### config.mk
export PLATFORM = sky130hd
export DESIGN_NAME = sbm_out_fifo
export DESIGN_NICKNAME = d
export VERILOG_FILES = /design/src/rtl/sbm_pkg.sv /design/src/rtl/sbm_out_fifo.sv
export SDC_FILE = /design/constraint.sdc
export NUM_CORES = 1
export LEC_CHECK = 0
export ABC_AREA = 0
export BUFFER_PORTS_ARGS = -buffer_cell sky130_fd_sc_hd__buf_2
export CORE_MARGIN = 4
export CORE_UTILIZATION = 35
export CTS_BUF_LIST = sky130_fd_sc_hd__clkbuf_4 sky130_fd_sc_hd__clkbuf_8
export CTS_CLUSTER_DIAMETER = 120
export DETAILED_ROUTE_END_ITERATION = 10
export SYNTH_ARGS = -nofsm -noshare
export SYNTH_HDL_FRONTEND = slang
export SYNTH_SLANG_ARGS = --single-unit
### constraint.sdc
create_clock -name i_clk -period 6.1 [get_ports i_clk]
set_clock_uncertainty 0.2 [all_clocks]
set_input_delay 0.305 -clock i_clk [delete_from_list [all_inputs] [get_ports i_clk]]
set_output_delay 0.305 -clock i_clk [all_outputs]
set_load 0.03 [all_outputs]
### src/rtl/sbm_pkg.sv
// Shared types and constants for the spectrum band meter.
// No dependencies; imported by every module of the block except sbm_ram.
package sbm_pkg;

    localparam int BANDS_DEF     = 256;
    localparam int BIN_WIDTH_DEF = 24;

    localparam int BAND_W     = 8;
    localparam int DB_W       = 16;
    localparam int HDS_W      = 10;
    localparam int RSH_W      = 3;
    localparam int EXP_W      = 6;
    localparam int MANT_W     = 32;
    localparam int FRAC_W     = 16;
    localparam int CFG_IDX_W  = 2;
    localparam int CFG_DATA_W = 16;
    localparam int OUT_DEPTH  = 32;

    localparam logic [CFG_IDX_W-1:0] CFG_FLOOR   = 2'd0;
    localparam logic [CFG_IDX_W-1:0] CFG_DECAY   = 2'd1;
    localparam logic [CFG_IDX_W-1:0] CFG_RELEASE = 2'd2;
    localparam logic [CFG_IDX_W-1:0] CFG_PSCALE  = 2'd3;

    localparam logic signed [DB_W-1:0] FLOOR_RESET   = -16'sd30720;
    localparam logic [HDS_W-1:0]       DECAY_RESET   = 10'd23;
    localparam logic [RSH_W-1:0]       RELEASE_RESET = 3'd2;
    localparam logic [EXP_W-1:0]       PSCALE_RESET  = 6'd26;

    localparam logic signed [DB_W-1:0] DB_MIN = 16'sh8000;
    localparam logic signed [DB_W-1:0] DB_MAX = 16'sh7fff;

    // 256 * 10 * log10(2) in Q16
    localparam int             DBK_W           = 26;
    localparam logic [DBK_W-1:0] DB_PER_LOG2_Q16 = 26'd50504453;

    typedef struct packed {
        logic signed [DB_W-1:0] floor_level;
        logic [HDS_W-1:0]       hold_decay_step;
        logic [RSH_W-1:0]       release_shift;
        logic [EXP_W-1:0]       power_scale_shift;
    } t_cfg;

    typedef struct packed {
        logic                   valid;
        logic [BAND_W-1:0]      band;
        logic signed [DB_W-1:0] db;
    } t_db_res;

    typedef struct packed {
        logic [BAND_W-1:0]      band;
        logic signed [DB_W-1:0] level;
        logic signed [DB_W-1:0] hold;
        logic signed [DB_W-1:0] instant;
    } t_meter;

    typedef struct packed {
        logic              zero;
        logic [EXP_W-1:0]  exp;
        logic [BAND_W-1:0] band;
    } t_lg_ctl;

endpackage

### src/rtl/sbm_out_fifo.sv
// Result word FIFO between the band update and the master stream side.
// Uses sbm_pkg; overflow is prevented upstream by slot reservation.
module sbm_out_fifo import sbm_pkg::*; #(
    parameter int WIDTH = 56,
    parameter int DEPTH = OUT_DEPTH
) (
    input  logic             i_clk,
    input  logic             i_rst_n,
    input  logic             i_push,
    input  logic [WIDTH-1:0] i_data,
    output logic             o_valid,
    input  logic             i_ready,
    output logic [WIDTH-1:0] o_data
);

    localparam int PW = $clog2(DEPTH);
    localparam int CW = $clog2(DEPTH + 1);

    logic [WIDTH-1:0] r_mem [DEPTH];
    logic [PW-1:0]    r_wr, n_wr;
    logic [PW-1:0]    r_rd, n_rd;
    logic [CW-1:0]    r_count, n_count;
    logic             w_pop;

    assign o_valid = (r_count != '0);
    assign o_data  = r_mem[r_rd];
    assign w_pop   = o_valid && i_ready;

    always_comb begin
        n_wr    = r_wr;
        n_rd    = r_rd;
        n_count = r_count;
        if (i_push) begin
            n_wr = (r_wr == PW'(DEPTH - 1)) ? '0 : r_wr + 1'b1;
        end
        if (w_pop) begin
            n_rd = (r_rd == PW'(DEPTH - 1)) ? '0 : r_rd + 1'b1;
        end
        case ({i_push, w_pop})
            2'b10:   n_count = r_count + 1'b1;
            2'b01:   n_count = r_count - 1'b1;
            default: n_count = r_count;
        endcase
    end

    always_ff @(posedge i_clk) begin
        if (!i_rst_n) begin
            r_wr    <= '0;
            r_rd    <= '0;
            r_count <= '0;
        end else begin
            r_wr    <= n_wr;
            r_rd    <= n_rd;
            r_count <= n_count;
        end
    end

    always_ff @(posedge i_clk) begin
        if (i_push) begin
            r_mem[r_wr] <= i_data;
        end
    end

endmodule

After elaboration in Yosys (flattened, before gate mapping)
Memories as Yosys holds them, arrays and structs flattened. A register that Yosys moved wholly into a read port is not among the register bits.
Index checks and enable logic that the tools add are counted.

cells by class
  add/subtract/negate cells = 4
  reduce and logical (&&, ||, !) cells = 3
  equality and inequality tests = 4
  multiplexer cells = 7

operators by type and width
  operator             number
  $mux 5               4
  $pmux 6 s2           1
  $add 5x1->5 const B  2
  $eq 5x5->1 const B   2
  $add 6x1->6 const B  1
  $reduce_bool 6->1    1
  $sub 6x1->6 const B  1
  $eq 2x1->1 const B   1
  $eq 2x2->1 const B   1
  $mux 1               2
  $reduce_bool 2->1    1
  $logic_and 1x1->1    1

storage, ports and cells
  output and inout bits = 57
  register bits after elaboration = 16
  memories kept = 1
  memory bits (writable) = 1792

memory list
  name   words  width  rd ports  clocked after Yosys merged registers in  write ports  line                text
  r_mem  32     56     1         1                                        1            sbm_out_fifo.sv:19  logic [WIDTH-1:0] r_mem [DEPTH];

Logic depth before layout (Yosys ltp)
  word-level depth = 4
  depth in mapped cells = 12

Least setup slack after synthesis
OpenSTA, ideal clock, no wires.

  path kind = register to register
  start = register r_wr[4]
  end = memory r_mem[16][0], enable pin
  buffers on the path = 1
  setup time = 0.470 ns
  arrival time = 3.409 ns
  path slack = 2.021 ns
  cell stages (with the launch flop) = 4
  data required time = 5.430 ns
  cells stage by stage = dfxtp_1 -> clkbuf_1 -> or3b_2 -> nor2_1

RTL lines
  what                    line                text
  start, declared         sbm_out_fifo.sv:20  logic [PW-1:0] r_wr, n_wr;
  start signal, assigned  sbm_out_fifo.sv:52  r_wr <= n_wr;
  end, declared           sbm_out_fifo.sv:19

No word-level cell before the write port.

==> impl_metrics.ini <==
[final_layout]
layout.nets = 3896
area_growth_pct = 14.7
mostFrequentLayoutCell = edfxtp_1
final_cell_mix = 1792 x edfxtp_1, 305 x clkbuf_8, 260 x mux2_2
layout-drive-gt1-share_pct = 29.1
finalInstanceArea_um2 = 79800

[sta]
finalCritPeriodShare_pct = 83.7
tns_ns = 0
worst_slew_pin_slew_ns = 1.24
finalMaxSlewViolations = 0
setup_viol = 0
max_slew_margin_pct = 17.0
rsz0062_at_grt = no
hold_violations = 0
finalCriticalPeriod_ns = 5.11
fmax_mhz = 196

[logic_synthesis]
synthCells = 3465
yosys.area.top_type = edfxtp_1
synth-main-ff-cell = edfxtp_1
synth_warnings = 0
synthTopCellsByArea = edfxtp_1 77%, mux4_2 7.2%, mux2_2 4.2%
syn_nets = 3535
synth_edf_count = 1792
syn_avg_cell_area_um2 = 20.1
ys_seq_area_share_pct = 77.9
yosysTopAreaCellShare_pct = 77.3
synth_area_um2 = 69600
synth-seq-cells = 1813
synth_cell_types = 44
synthArstFlopShare_pct = 0

[min_path]
whs_path_depth = 5
holdPathEnd = r_count[5]$_SDFFE_PN0P_
holdCritStartpoint = i_rst_n
holdCritPathClass = primary input to flop

[setup_path]
r2r-start = r_wr[0]$_SDFFE_PN0P_
path_buf_inv = 3
critPathSlowestCell = dfxtp_4
cp.required_ns = 5.59
rrSetupSlack_ns = 2.80
worstSetupPathType = flop to output pin
r2r-end = r_mem[7][49]$_DFFE_PP_
reg2reg_depth = 4
crit_path_end_kind = output pin
critical-path-max-stage-delay_ns = 0.84
cpMostUsedCell = buf_4
worstPathCellList = nand2b_4 -> buf_4 -> buf_4 -> a211oi_1 -> nor3_1 -> or4_1 -> buf_2
startpoint_type = flop
critPathTopFamily = simple AND/OR/NAND/NOR gates
path_max_fanout = 52
cp.arrival_ns = 4.60

[global_routing]
grt.total_usage_pct = 17.4
grt_first_pass_wirelength_um = 258000
antenna_found_initial = 17
grt_overflow_total = 0
grt_pass1_vias = 36100
grt_max_degree = 141

[die]
start_util_pct = 35.2
core_um2 = 198000
die_w_um = 454
die-area_um2 = 206000
die_h_um = 454
rows = 163
io_pins = 117

[clock_network]
cts_tree = done
cts_buffer_depth = 4
cts_sinks = 1813
cts_root_buf = clkbuf_8
clk_pin_slew_worst_paths_ns = 0.06
clkLatencyLatePin_ns = 0.99
htree_levels = 5
numCtsBuffers = 300
post_cts_buffers = 0

[power_and_ir_drop]
p_per_area_nw_per_um2 = 360
total_power_mw = 28.7
p_leak_nw = 24.6
peakVddDrop_mv = 0.325

[placement]
placedInstanceArea_um2 = 73800
hpwl_um = 92100
gp_congestion = 0.728
portBuffers = 116

[run]
drv_cap = 0

[routing]
drc_errors = 0
drtIter0Drc = 3679
wl_um = 182000
antenna_left = 0
via_per_inst = 5.32
wl_per_cell_um = 27.4
firstDrtPassIters = 5
vias = 35500

[outcome]
status = completed
-- sequential cells by signal (all words and copies together), names as in the netlist, named ones only --
signal   count
r_wr         5
r_count      6
r_rd         5
r_mem     1792
-- area by class of cell --
class	count	area, um2
tap	2640	3300
timing repair buffer	266	2020
sequential	1813	54200
fill	17600	118000
inverter	6	22.5
multi-input combinational	1439	14800
antenna	5	12.5
clock buffer	394	4870
clock inverter	104	587
-- where the power goes --
group / leakage, nW / internal [mW] / switching (mW)
Sequential: 16.3 / 13.8 / 0.154
Combinational: 5.36 / 2.01 / 2.79
Clock: 2.89 / 5.37 / 4.63
-- what timing repair did --
| action | in CTS | in global routing |
|---|---|---|
| hold endpoints to repair | 1813 | 0 |
| hold buffers | 61 | 0 |
| gates resized for setup | 0 | 0 |
-- layer usage --
| metal | vias up | GRT usage, % | part of all wire, % |
|---|---|---|---|
| li1 | 15100 | - | - |
| met1 | 18800 | 22.7 | 41 |
| met2 | 1279 | 28.7 | 49 |
| met3 | 355 | 3.80 | 6.7 |
| met4 | 4 | 6.28 | 3.2 |
| met5 | - | 0 | 0.014 |
-- how the worst max path moves through the flow --
stage | end | slack, ns | depth (start not counted)
3_5_place_dp | o_data[37] | 1.91 | 5
5_1_grt | o_data[37] | 0.69 | 5
2_1_floorplan | r_mem[16][0]$_DFFE_PP_ | 2.02 | 3
4_1_cts | o_data[37] | 0.78 | 5
6_report | o_data[2] | 0.99 | 7
3_3_place_gp | o_data[2] | 1.89 | 7
-- stage by stage --
step	utilization (%)	setup WS, ns	hold WS [ns]	std cells
finish	40.4	0.992	0.118	6667
global placement	37.3	1.89	0.273	6103
detailed placement	37.3	1.91	0.276	6103
global route	40.4	0.686	0.103	6664
floorplan	-	2.02	0.204	3465
CTS	40.4	0.782	0.0216	6662
-- tightest hold or removal path, delay by kind of cell --
kind	cells	cell delay, ns
AO/OA/AOI/OAI	1	0.06
AND/OR/NAND/NOR	2	0.17
buffers and inverters	2	0.74
-- cells in the mapped netlist, types with 3 or more instances --
master / instances
ha_1: 10
mux2_1: 76
inv_1: 6
o22ai_1: 112
mux2_2: 260
nand2_1: 13
nor2_1: 45
a31oi_1: 4
dfxtp_1: 21
clkbuf_1: 144
buf_1: 21
nor3_1: 115
or4_1: 57
nand2b_1: 5
nand3b_1: 4
or3b_2: 3
xor2_1: 3
or3_1: 4
edfxtp_1: 1792
a211oi_1: 112
mux4_2: 224
mux2i_1: 4
buf_2: 29
a21oi_1: 12
nand3_1: 6
and3_1: 4
nor2b_1: 117
buf_4: 7
a22o_1: 112
buf_6: 6
o21ai_0: 121
-- cell families (layout without fill, tap and decap cells) --
family                   count (synthesis)  in the layout  share of synthesized area, %
AO/OA/AOI/OAI                          480            480                          4.70
flip-flops                            1813           1813                          77.9
XOR/XNOR                                 3              3                        0.0377
AND/OR/NAND/NOR                        382            382                          3.15
other                                    0              5                             0
multiplexers                           564            564                          12.7
adder cells (fa/ha/maj)                 10             10                         0.180
buffers and inverters                  213            770                          1.30
Power figures use the tool's default switching activity.
